[config.mk]
export PLATFORM = sky130hd
export DESIGN_NAME = drfs_parser
export DESIGN_NICKNAME = d
export VERILOG_FILES = /design/src/drfs_pkg.sv /design/src/drfs_parser.sv
export SDC_FILE = /design/constraint.sdc
export NUM_CORES = 1
export LEC_CHECK = 0
export BUFFER_PORTS_ARGS = -buffer_cell sky130_fd_sc_hd__buf_2
export CAP_MARGIN = 40
export CELL_PAD_IN_SITES_DETAIL_PLACEMENT = 0
export CELL_PAD_IN_SITES_GLOBAL_PLACEMENT = 1
export CORE_ASPECT_RATIO = 1.25
export CORE_MARGIN = 3
export CORE_UTILIZATION = 34
export CTS_BUF_LIST = sky130_fd_sc_hd__clkbuf_4 sky130_fd_sc_hd__clkbuf_8
export CTS_CLUSTER_SIZE = 12
export DETAILED_ROUTE_END_ITERATION = 8
export HOLD_SLACK_MARGIN = 0.06
export PLACE_DENSITY_LB_ADDON = 0.08
export SYNTH_ARGS = -nofsm -noshare
export SYNTH_HDL_FRONTEND = slang
export SYNTH_SLANG_ARGS = --single-unit
export TNS_END_PERCENT = 50
[constraint.sdc]
create_clock -name clk -period 3.6 [get_ports clk]
set_clock_uncertainty 0.2 [all_clocks]
set_input_delay 0 -clock clk [delete_from_list [all_inputs] [get_ports clk]]
set_output_delay 0 -clock clk [all_outputs]
set_load 0.03 [all_outputs]
[src/drfs_pkg.sv]
// shared types, codes and constants of the delimited record field splitter
// no dependencies; imported by the result interface and by every module of the block
package drfs_pkg;

    typedef enum logic [1:0]
    {
        KIND_CHAR   = 2'd0,
        KIND_RECORD = 2'd1,
        KIND_LIST   = 2'd2
    } kind_t;

    localparam logic [7:0] REC_SEP     = 8'h1e;
    localparam logic [7:0] FLD_SEP     = 8'h1f;
    localparam logic [7:0] SCORE_ONE   = 8'h31;
    localparam logic [2:0] SCORE_FIELD = 3'd6;
    localparam logic [2:0] FIELD_MAX   = 3'd7;
    localparam logic [4:0] LENGTH_MAX  = 5'd31;
    localparam int         FIFO_DEPTH  = 4;

    typedef struct packed
    {
        kind_t       kind;
        logic [3:0]  record_index;
        logic [2:0]  field_index;
        logic [4:0]  char_position;
        logic [7:0]  out_byte;
        logic        with_scores;
        logic [3:0]  record_count;
        logic        last;
    } result_t;

    // results made by one accepted byte, in order
    typedef struct packed
    {
        logic [1:0]  count;
        result_t     first;
        result_t     second;
    } push_t;

    function automatic logic [4:0] field_limit(input logic [2:0] field);
        logic [4:0] limit;
        begin
            case (field)
                3'd0:    limit = 5'd3;
                3'd1:    limit = 5'd5;
                3'd2:    limit = 5'd4;
                3'd3:    limit = 5'd5;
                3'd4:    limit = 5'd4;
                3'd5:    limit = 5'd23;
                default: limit = 5'd0;
            endcase
            return limit;
        end
    endfunction

endpackage

[src/drfs_parser.sv]
// parser state and per-byte decode: turns one accepted byte into up to two results
// depends on drfs_pkg
module drfs_parser
    import drfs_pkg::*;
#(
    parameter int MAX_RECORDS = 12
)
(
    input  logic        clk,
    input  logic        rst_n,
    input  logic        accept,
    input  logic [7:0]  in_byte,
    input  logic        string_end,
    output push_t       push
);

    localparam int RW = $clog2(MAX_RECORDS + 1);
    localparam int CW = (RW > 4) ? RW : 4;
    localparam logic [RW-1:0] REC_LIMIT = RW'(MAX_RECORDS);

    logic [RW-1:0] record_counter_reg, record_counter_next;
    logic [2:0]    field_counter_reg, field_counter_next;
    logic [4:0]    field_length_reg, field_length_next;
    logic          score_flag_reg, score_flag_next;
    logic          record_started_reg, record_started_next;
    logic          list_full_reg, list_full_next;

    logic [RW-1:0] counter_inc;
    logic [CW-1:0] counter_ext;
    logic [CW-1:0] inc_ext;
    result_t       rec_res;
    result_t       list_res;
    result_t       char_res;

    assign counter_inc = record_counter_reg + 1'b1;
    assign counter_ext = CW'(record_counter_reg);
    assign inc_ext     = CW'(counter_inc);

    always_comb
    begin
        rec_res              = '0;
        rec_res.kind         = KIND_RECORD;
        rec_res.record_index = counter_ext[3:0];
        rec_res.with_scores  = score_flag_reg;
        rec_res.last         = 1'b1;

        list_res             = '0;
        list_res.kind        = KIND_LIST;
        list_res.last        = 1'b1;

        char_res               = '0;
        char_res.kind          = KIND_CHAR;
        char_res.record_index  = counter_ext[3:0];
        char_res.field_index   = field_counter_reg;
        char_res.char_position = field_length_reg;
        char_res.out_byte      = in_byte;
        char_res.last          = 1'b1;
    end

    always_comb
    begin
        record_counter_next = record_counter_reg;
        field_counter_next  = field_counter_reg;
        field_length_next   = field_length_reg;
        score_flag_next     = score_flag_reg;
        record_started_next = record_started_reg;
        list_full_next      = list_full_reg;
        push                = '0;

        if (accept)
        begin
            if (string_end)
            begin
                if (!list_full_reg && record_started_reg)
                begin
                    push.count               = 2'd2;
                    push.first               = rec_res;
                    push.first.last          = 1'b0;
                    push.second              = list_res;
                    push.second.record_count = inc_ext[3:0];
                end
                else
                begin
                    push.count              = 2'd1;
                    push.first              = list_res;
                    push.first.record_count = counter_ext[3:0];
                end
                record_counter_next = '0;
                list_full_next      = 1'b0;
                field_counter_next  = '0;
                field_length_next   = '0;
                score_flag_next     = 1'b0;
                record_started_next = 1'b0;
            end
            else if (list_full_reg)
            begin
                // bytes dropped until the end marker
            end
            else if (in_byte == REC_SEP)
            begin
                push.count          = 2'd1;
                push.first          = rec_res;
                record_counter_next = counter_inc;
                list_full_next      = (counter_inc >= REC_LIMIT);
                field_counter_next  = '0;
                field_length_next   = '0;
                score_flag_next     = 1'b0;
                record_started_next = 1'b0;
            end
            else if (in_byte == FLD_SEP)
            begin
                record_started_next = 1'b1;
                if (field_counter_reg != FIELD_MAX)
                begin
                    field_counter_next = field_counter_reg + 3'd1;
                end
                field_length_next = '0;
            end
            else
            begin
                record_started_next = 1'b1;
                if (field_counter_reg < SCORE_FIELD)
                begin
                    if (field_length_reg < field_limit(field_counter_reg))
                    begin
                        push.count = 2'd1;
                        push.first = char_res;
                    end
                end
                else if (field_counter_reg == SCORE_FIELD && field_length_reg == 5'd0)
                begin
                    score_flag_next = (in_byte == SCORE_ONE);
                end
                if (field_length_reg != LENGTH_MAX)
                begin
                    field_length_next = field_length_reg + 5'd1;
                end
            end
        end
    end

    always_ff @(posedge clk or negedge rst_n)
    begin
        if (!rst_n)
        begin
            record_counter_reg <= '0;
            field_counter_reg  <= '0;
            field_length_reg   <= '0;
            score_flag_reg     <= 1'b0;
            record_started_reg <= 1'b0;
            list_full_reg      <= 1'b0;
        end
        else
        begin
            record_counter_reg <= record_counter_next;
            field_counter_reg  <= field_counter_next;
            field_length_reg   <= field_length_next;
            score_flag_reg     <= score_flag_next;
            record_started_reg <= record_started_next;
            list_full_reg      <= list_full_next;
        end
    end

    a_full_at_limit: assert property (@(posedge clk) disable iff (!rst_n)
        list_full_reg |-> record_counter_reg == REC_LIMIT)
        else $error("list full without the record limit reached");

    a_idle_record_clean: assert property (@(posedge clk) disable iff (!rst_n)
        !record_started_reg |-> (field_counter_reg == 3'd0 && field_length_reg == 5'd0
                                 && !score_flag_reg))
        else $error("record not started but field state left over");

    a_pair_order: assert property (@(posedge clk) disable iff (!rst_n)
        push.count == 2'd2 |-> (push.first.kind == KIND_RECORD && !push.first.last
                                && push.second.kind == KIND_LIST && push.second.last))
        else $error("two-result push not record then list");

    a_push_on_accept: assert property (@(posedge clk) disable iff (!rst_n)
        push.count != 2'd0 |-> accept)
        else $error("results pushed without an accepted byte");

endmodule

# [Yosys cells after proc, flatten, opt, wreduce, memory -nomap -nowiden]
# Index checks and enable logic that the tools add are counted.
[word_totals] ff_bits=15 latch_bits=0 ramBits=0 rom_bits=0 input_bits=12 output_inout_bits=58 elab_cells=85 memories=0
[op_classes] n_addsub=3 mul=0 div_mod_pow=0 order_cmp=3 n_eq_ne=14 n_shift=0 n_mux=42 n_bitwise=0 reduce_logical=17
[ops] operator="$mux W29" count=5
[ops] operator="$mux W30" count=2
[ops] operator="$mux W58" count=1
[ops] operator="$mux W28" count=2
[ops] operator="$mux W5" count=11
[ops] operator="$pmux W5 S4" count=1
[ops] operator="$eq A8 B5 Y1 const B" count=2
[ops] operator="$mux W3" count=5
[ops] operator="$mux W1" count=12
[ops] operator="$mux W4" count=3
[ops] operator="$eq A3 B3 Y1 const B" count=3
[ops] operator="$ne A3 B3 Y1 const B" count=3
[ops] operator="$reduce_bool A3 Y1" count=3
[ops] operator="$eq A8 B6 Y1 const B" count=1
[ops] operator="$eq A3 B2 Y1 const B" count=2
[ops] operator="$reduce_and A3 Y1" count=2
[ops] operator="$add A5 B1 Y5 const B" count=1
[ops] operator="$logic_not A5 Y1" count=1
[ops] operator="$lt A5 B5 Y1" count=1
[ops] operator="$ne A5 B5 Y1 const B" count=1
[ops] operator="$reduce_and A5 Y1" count=1
[ops] operator="$add A4 B1 Y4 const B" count=1
[ops] operator="$ge A4 B4 Y1 const B" count=1
[ops] operator="$reduce_and A4 Y1" count=1
[ops] operator="other kinds (11)" count=13

# [Longest topological paths before layout]
# Gate-level depths: netlist of the first run.
[depth] depth_word=17 mapped_depth=10 ltp_nobuf=10

# [Least setup slack after synthesis of the first run]
# No wires, ideal clock.
[synth_timing] path_type="register to output" startpoint="reg field_counter_reg[0]" endpoint="out push[56] (netlist name)" t_arrival_ns=2.931 t_required_ns=3.400 setup_slack_ns=0.469 stages_incl_launch_ff=10 n_path_buf=1 path_cell_list="dfrtp_1 > inv_1 > ha_1 > o32ai_1 > ha_1 > a211oi_1 > o221ai_1 > o221a_2 > a211oi_1 > buf_4"
[synth_rtl] item="start: declaration" line_no="drfs_parser.sv:22" text="logic [2:0] field_counter_reg, field_counter_next;"
[synth_rtl] item="start signal: assignment" line_no="drfs_parser.sv:156" text="field_counter_reg <= field_counter_next;"
[synth_rtl] item="end: declaration" line_no="drfs_parser.sv:14" text="output push_t push"

==> results.toml, run 1 <==
[synth]
post-synth-top-area-cell = "dfrtp_1"
async_flop_share_pct = 100.0
synth_area_leaders = "dfrtp_1, buf_4, and2_1"
yosysSeqAreaShare_pct = 25.06
yosys.cell_types.count = 45
postSynthAreaPerCell_um2 = 8.229
synth_top_flop_cell = "dfrtp_1"
synth_common_cells = "and2_1, buf_4, dfrtp_1, nand2_1, ha_1"
synth_edf_count = 0
synth_area_um2 = 1498
yosysTopAreaCellShare_pct = 25.06
yosys_warnings = 0
synth_seq_cells = 15
synthCells = 182

[layout]
largest_reg_flops = 5
antenna_cells = 0
area_delta_synth_final_pct = 19.88
drive_above_1_share_pct = 25.86
fillers = 460
nNetsFinal = 257

[global_route]
grt_pass1_wl_um = 6065
gr-usage-all-layers_pct = 14.88
overflow = 0
antenna_found_initial = 0
grt_max_degree = 16
first_global_vias = 1349

[critical_path]
end_kind = "output pin"
cp.arrival_ns = 3.02
cp_max_fo = 7
critical_path_class = "flip-flop to output pin"
cp.required_ns = 3.40
start_kind = "flip-flop"

[sta]
fin_crit_sh_pct = 89.47
fin_crit_ns = 3.221
max_clock_freq_mhz = 310.5
final-setup-viol-count = 0
maxSlewViolCount = 0
rsz0062_at_grt = "false"
fin_ws_ns = 0.3792
tns_ns = 0
slew_headroom_pct = 48.11
worstMarginPinSlew_ns = 0.7758
finalHoldViolCount = 0

[detailed_routing]
wl_per_cell_um = 13.16
drt_iter0_drc = 50
drc_errors = 0
ant_nets = 0
vias = 1335
vias_per_cell = 4.635
finalWirelength_um = 3789
first_pass_iters = 4

[die]
rows = 26
start_util_pct = 35.97
die_h_um = 80.21
fp.dieArea_um2 = 5243
die_w_um = 65.37
ios = 70
core_um2 = 4164

[cts]
clock_latency_ns = 0.25
cts_resized = 0
clk_path_buf_depth = 2
cts.sinks = 15
htreeDepth = 1
path_clk_slew_ns = 0.06
numCtsBuffers = 3
tritoncts = "done"
cts-root-buf = "clkbuf_8"

[pwr]
leakagePower_nw = 0.9692
ir_worst_vdd_uv = 112.8
p_per_area_nw_per_um2 = 330.2

[job]
maxCapViolations = 0

[hold_path]
hp-class = "input port to flip-flop"

[run_status]
status = "complete, no violations"

[placement]
gp_congestion = 0.8498
port_buffers = 47
detailedPlace.worstSlack_ns = 0.6460
hpwl_um = 3056
-- metal layers --
layer	vias up	GRT usage, %	share of wire (%)
met5	-	0	0
met4	0	7.261	2.3
met3	8	2.238	4.7
met2	33	27.76	52
met1	611	15.98	41
li1	683	-	-
-- power breakdown --
| group | total, mW | switching (mW) | internal [mW] |
|---|---|---|---|
| clock | 0.150 | 0.0640 | 0.0860 |
| sequential | 0.209 | 0.0245 | 0.185 |
| combinational | 0.234 | 0.158 | 0.0753 |
-- cells in the final DEF (no fill, tap or decap), drive strengths merged, types with 2 or more instances in the layout --
cell type    Yosys  final
mux2             3      3
dlygate4sd3      0      7
nand3            2      2
inv             11     11
nor2             9      9
ha              12     12
buf             28     49
o21ai            4      4
nand4b           2      2
nor3             5      5
a21boi           2      2
a22o             5      5
dfrtp           15     15
or2              2      2
nor4             4      4
a21o             2      2
nand2b           5      5
and2            25     25
o21bai           2      2
conb             1     22
a21oi            6      6
a211oi           3      3
clkbuf           3      4
nand2           14     14
-- layout make-up --
cell class	count	area (um2)	share of cell area [%]
flip-flops and latches	15	375.4	20.91
well taps	56	70.07	3.902
multi-input cells	146	939.7	52.33
repair buffers	56	320.3	17.84
clock buffers	4	48.80	2.718
inverters	11	41.29	2.300
-- cell families after synthesis --
| kind of cell | count (synthesis) | share of synthesized area [%] |
|---|---|---|
| flip-flops | 15 | 25.06 |
| multiplexers | 4 | 3.174 |
| AO/OA/AOI/OAI | 34 | 16.38 |
| adder cells (fa/ha/maj) | 12 | 10.02 |
| other | 1 | 0.2504 |
| buffers and inverters | 42 | 17.46 |
| AND/OR/NAND/NOR | 74 | 27.65 |
-- per-stage QoR --
step                      cell area [um2]  hold WS, ns  instances  utilization (%)  total power, mW
after global routing                 1795      0.09083        288            43.12           0.6336
after detailed placement             1677      -0.2503        277            40.26           0.4428
after CTS                            1795      0.07543        288            43.12           0.6035
final                                1795      0.08473        288            43.12           0.5929
after global placement               1677      -0.2599        277            40.26           0.4405
after floorplan                      1577      -0.4956        203                -           0.4018
-- worst paths after layout --
check | start | end | slack (ns) | cells past startpoint
min | in_byte[3] | score_flag_reg | 0.08 | 4
max reg2reg | counter_ext[0] | list_full_reg | 1.24 | 7
max | field_counter_reg[1] | push[52] | 0.38 | 11
max in group asynchronous | rst_n | field_counter_reg[2] | 2.03 | 3
min in group asynchronous | rst_n | counter_ext[1] | 0.68 | 3
min reg2reg | score_flag_reg | score_flag_reg | 0.31 | 1
-- worst max-delay path, cell delays in order, from the launching register on --
cell	delay (ns)
dfrtp_1	0.46
inv_1	0.10
ha_1	0.21
nand2b_1	0.15
o32ai_1	0.15
ha_1	0.30
a211oi_1	0.20
o221ai_1	0.19
o221a_2	0.27
a211oi_1	0.36
and2_1	0.18
buf_2	0.19
-- what timing repair did --
item,4_1_cts,5_1_grt
hold buffers,7,0
endpoints found under the hold margin,19,0
buffers inserted,0,0
Power figures use the tool's default switching activity.
==> run 2: changes to the inputs <==
--- a/config.mk
+++ b/config.mk
@@ -10,13 +10,12 @@
 export CELL_PAD_IN_SITES_DETAIL_PLACEMENT = 0
 export CELL_PAD_IN_SITES_GLOBAL_PLACEMENT = 1
 export CORE_ASPECT_RATIO = 1.25
-export CORE_MARGIN = 3
 export CORE_UTILIZATION = 34
 export CTS_BUF_LIST = sky130_fd_sc_hd__clkbuf_4 sky130_fd_sc_hd__clkbuf_8
 export CTS_CLUSTER_SIZE = 12
 export DETAILED_ROUTE_END_ITERATION = 8
 export HOLD_SLACK_MARGIN = 0.06
-export PLACE_DENSITY_LB_ADDON = 0.08
+export PLACE_DENSITY = 0.93
 export SYNTH_ARGS = -nofsm -noshare
 export SYNTH_HDL_FRONTEND = slang
 export SYNTH_SLANG_ARGS = --single-unit
==> results.toml, run 2 (synthesis gave the netlist of run 1 again) <==
[job]
maxCapViolations = 0

[placement]
dp_cells = 277
port_buffers = 47
hpwl_um = 2601
gp_congestion = 0.8347

[layout]
nNetsFinal = 257
largest_reg_flops = 5
drive_above_1_share_pct = 25.86
seq_area_um2 = 375.4
final_cells = 288
multi_input_area_um2 = 939.7
area_delta_synth_final_pct = 19.88
fin_util_pct = 43.12
fillers = 456
final_common_cell = "buf_2"
antenna_cells = 0
final_cell_mix = "buf_2, and2_1, conb_1, dfrtp_1, nand2_1"

[detailed_routing]
drt_iter0_drc = 53
first_pass_iters = 4
vias = 1355
dr_wl_met3_um = 147
finalWirelength_um = 3344
wl_per_cell_um = 11.61
wl_met2_um = 1710
vias_per_cell = 4.705
top_layer_used = "met4"
ant_nets = 0
drc_errors = 0
m1WireLength_um = 1417

[pwr]
ir_worst_vdd_uv = 122.3
leakagePower_nw = 0.9692
p_per_area_nw_per_um2 = 329.8
total_power_mw = 0.5921

[cts]
numCtsBuffers = 3
cts_resized = 0
clock_latency_ns = 0.25
path_clk_slew_ns = 0.06
cts-root-buf = "clkbuf_8"
tritoncts = "done"
clk_path_buf_depth = 2
cts.sinks = 15
post_cts.repair.setup_buffers = 0
htreeDepth = 1
cts_hold_buf = 7

[die]
fp.dieArea_um2 = 4676
die_h_um = 76.21
ios = 70
core_um2 = 4164
die_w_um = 61.37
rows = 26
start_util_pct = 35.97

[critical_path]
cp_max_fo = 6
slowest_delay_ns = 0.42
end_kind = "output pin"
critical_path_class = "flip-flop to output pin"
cp.arrival_ns = 3.01
crit_path_top_delay_cell = "dfrtp_1"
path_cells = "inv_1, ha_1, o32ai_1, ha_1, a211oi_1, o221ai_1, o221a_2, a211oi_1, and2_1, buf_2"
r2r_cells = 7
cp.required_ns = 3.40
start_kind = "flip-flop"

[run_status]
status = "complete, no violations"

[global_route]
grt_max_degree = 16
antenna_found_initial = 0
grt_pass1_wl_um = 5271
first_global_vias = 1213
gr-usage-all-layers_pct = 14.85
overflow = 0

[sta]
final-setup-viol-count = 0
fin_crit_ns = 3.209
tns_ns = 0
rsz0062_at_grt = "false"
slew_headroom_pct = 51.03
max_clock_freq_mhz = 311.6
finalHoldViolCount = 0
fin_crit_sh_pct = 89.14
worstMarginPinSlew_ns = 0.7321
maxSlewViolCount = 0

[hold_path]
hp-class = "input port to flip-flop"
hold_depth = 4
run 2: cell counts in the layout (fill, tap and decap cells not counted):
No cell type changed its count.
run 2: report_power, final:
group | switching (mW) | internal [mW] | total, mW
sequential | 0.0241 | 0.185 | 0.209
clock | 0.0647 | 0.0861 | 0.151
combinational | 0.157 | 0.0759 | 0.232
total | 0.245 | 0.347 | 0.592
run 2: area by class of cell:
type	count	area share, %
Clock buffer	4	2.718
Multi-Input combinational cell	146	52.33
Tap cell	56	3.902
Inverter	11	2.300
Timing Repair Buffer	56	17.84
Sequential cell	15	20.91
run 2: per-layer routing:
layer	track usage [%]	vias up
met2	25.76	51
met3	2.377	6
met1	16.77	618
li1	-	680
met5	0	-
met4	7.333	0
run 2: final timing paths:
check | startpoint | end | slack (ns)
worst max-delay path | field_counter_reg[0] | push[51] | 0.39
worst min-delay path | in_byte[3] | score_flag_reg | 0.07
worst max register to register | counter_ext[0] | list_full_reg | 1.25
worst min register to register | score_flag_reg | score_flag_reg | 0.32
max in group asynchronous | rst_n | field_length_reg[4] | 2.07
min in group asynchronous | rst_n | score_flag_reg | 0.67
run 2: worst max-delay path: cells and delay by family (launching register included):
| kind | cells | cell delay (ns) |
|---|---|---|
| AOI/OAI and AO/OA | 5 | 1.34 |
| adders and majority gates | 2 | 0.52 |
| buffers and inverters | 2 | 0.30 |
| and+or+nand+nor | 1 | 0.18 |
| DFF | 1 | 0.42 |
run 2: stage by stage:
stage          area [um2]  worst slack (ns)  hold WS (ns)
2_1_floorplan        1577            0.4687       -0.4956
3_3_place_gp         1677            0.7300       -0.2716
3_5_place_dp         1677            0.6794       -0.2666
4_1_cts              1795            0.3914       0.06482
5_1_grt              1795            0.1090       0.08485
6_report             1795            0.3908       0.07223
==> run 3: changes to the inputs <==
--- a/config.mk
+++ b/config.mk
@@ -16,6 +16,7 @@
 export DETAILED_ROUTE_END_ITERATION = 8
 export HOLD_SLACK_MARGIN = 0.06
 export PLACE_DENSITY = 0.93
+export RECOVER_POWER = 100
 export SYNTH_ARGS = -nofsm -noshare
 export SYNTH_HDL_FRONTEND = slang
 export SYNTH_SLANG_ARGS = --single-unit
==> results.toml, run 3 (synthesis gave the netlist of run 1 again) <==
[sta]
fin_ws_ns = 0.3249
max_clock_freq_mhz = 305.3
maxSlewViolCount = 0
finalHoldViolCount = 0
fin_crit_sh_pct = 90.97
worstMarginPinSlew_ns = 0.7301
holdWs_ns = 0.07074
rsz0062_at_grt = "false"
tns_ns = 0
slew_headroom_pct = 51.17
fin_crit_ns = 3.275
final-setup-viol-count = 0

[die]
start_util_pct = 35.97
ios = 70
die_w_um = 61.37
fp.dieArea_um2 = 4676
die_h_um = 76.21
rows = 26
core_um2 = 4164

[layout]
multi_input_area_um2 = 939.7
area_delta_synth_final_pct = 16.88
antenna_cells = 0
fillers = 467
final_cell_mix = "clkbuf_1, and2_1, conb_1, dfrtp_1, nand2_1"
largest_reg_flops = 5
fin_util_pct = 42.04
drive_above_1_share_pct = 12.07
final_common_cell = "clkbuf_1"
seq_area_um2 = 375.4
nNetsFinal = 257

[cts]
cts.sinks = 15
path_clk_slew_ns = 0.07
clk_path_buf_depth = 2
tritoncts = "done"
numCtsBuffers = 3
htreeDepth = 1
post_cts.repair.setup_buffers = 0
cts-root-buf = "clkbuf_8"
clock_latency_ns = 0.25

[global_route]
antenna_found_initial = 0
grt_pass1_wl_um = 5271
gr-usage-all-layers_pct = 14.85
first_global_vias = 1213
overflow = 0
grt_max_degree = 16

[pwr]
p_int_mw = 0.3399
leakagePower_nw = 0.8358
p_switching_mw = 0.2471
power_frac_comb_pct = 38.6
p_clk_share_pct = 25.9
p_per_area_nw_per_um2 = 335.4
total_power_mw = 0.5870
swShare_pct = 42.09
ir_worst_vdd_uv = 122.7
seqPwrFrac_pct = 35.5

[detailed_routing]
drt_iter0_drc = 53
drc_errors = 0
finalWirelength_um = 3356
vias_per_cell = 4.656
wl_per_cell_um = 11.65
vias = 1341
first_pass_iters = 4
ant_nets = 0

[critical_path]
reg2reg_slack_ns = 1.25
start_kind = "flip-flop"
path_cells = "inv_1, ha_1, o32ai_1, ha_1, a211oi_1, o221ai_1, nor4_1, clkbuf_2, and2_1, clkbuf_1"
cp.arrival_ns = 3.08
end_kind = "output pin"
r2r_cells = 7
cpMostUsedCell = "ha_1"
cp_max_fo = 15
crit_path_top_delay_cell = "dfrtp_1"
critical_path_class = "flip-flop to output pin"
cp.required_ns = 3.40
slowest_delay_ns = 0.43

[job]
maxCapViolations = 0

[run_status]
status = "complete, no violations"

[placement]
gp_congestion = 0.8347
port_buffers = 47
hpwl_um = 2601
detailedPlace.worstSlack_ns = 0.6794

[hold_path]
hp-class = "input port to flip-flop"
hold_depth = 4
## run 3: worst paths after layout
kind,startpoint,to
worst max-delay path,field_counter_reg[0],push[48]
worst max register to register,counter_ext[0],list_full_reg
worst min register to register,score_flag_reg,score_flag_reg
max in group asynchronous,rst_n,field_length_reg[4]
worst min-delay path,in_byte[3],score_flag_reg
min in group asynchronous,rst_n,score_flag_reg
## run 3: worst max-delay path, delay by kind of cell (launching register included)
family                   cells  cell delay, ns
buffers and inverters        3            0.73
AO/OA/AOI/OAI                3            0.70
adder cells (fa/ha/maj)      2            0.52
AND/OR/NAND/NOR              2            0.45
flip-flops                   1            0.43
## run 3: power by group through the flow
stage                     clock network, mW  logic [mW]  registers (mW)
after floorplan                           0       0.197           0.205
after global placement                    0       0.224           0.211
after detailed placement                  0       0.228           0.212
after CTS                             0.155       0.234           0.209
after global routing                  0.162       0.254           0.213
final                                 0.152       0.227           0.208
## run 3: cell type report
class	count	share of cell area (%)
clock buffer	4	2.788
inverter	11	2.359
multi-input combinational	146	53.68
sequential	15	21.44
tap	56	4.003
timing repair buffer	56	15.73
## run 3: repair_timing
| action | 4_1_cts | 5_1_grt |
|---|---|---|
| hold buffers | 7 | 0 |
| gates resized for setup | 0 | 0 |
| endpoints found under the hold margin | 21 | 0 |
## run 3: per-layer routing
metal / track usage [%] / part of all wire, % / up-vias
met5: 0 / 0 / -
met4: 7.333 / 2.1 / 0
met3: 2.377 / 4.5 / 6
met2: 25.76 / 51 / 47
met1: 16.77 / 42 / 608
li1: - / - / 680
## run 3: per-stage QoR
| stage | area [um2] | std cells |
|---|---|---|
| final | 1750 | 288 |
| after global routing | 1750 | 288 |
| after CTS | 1795 | 288 |
| after detailed placement | 1677 | 277 |
| after global placement | 1677 | 277 |
| after floorplan | 1577 | 203 |
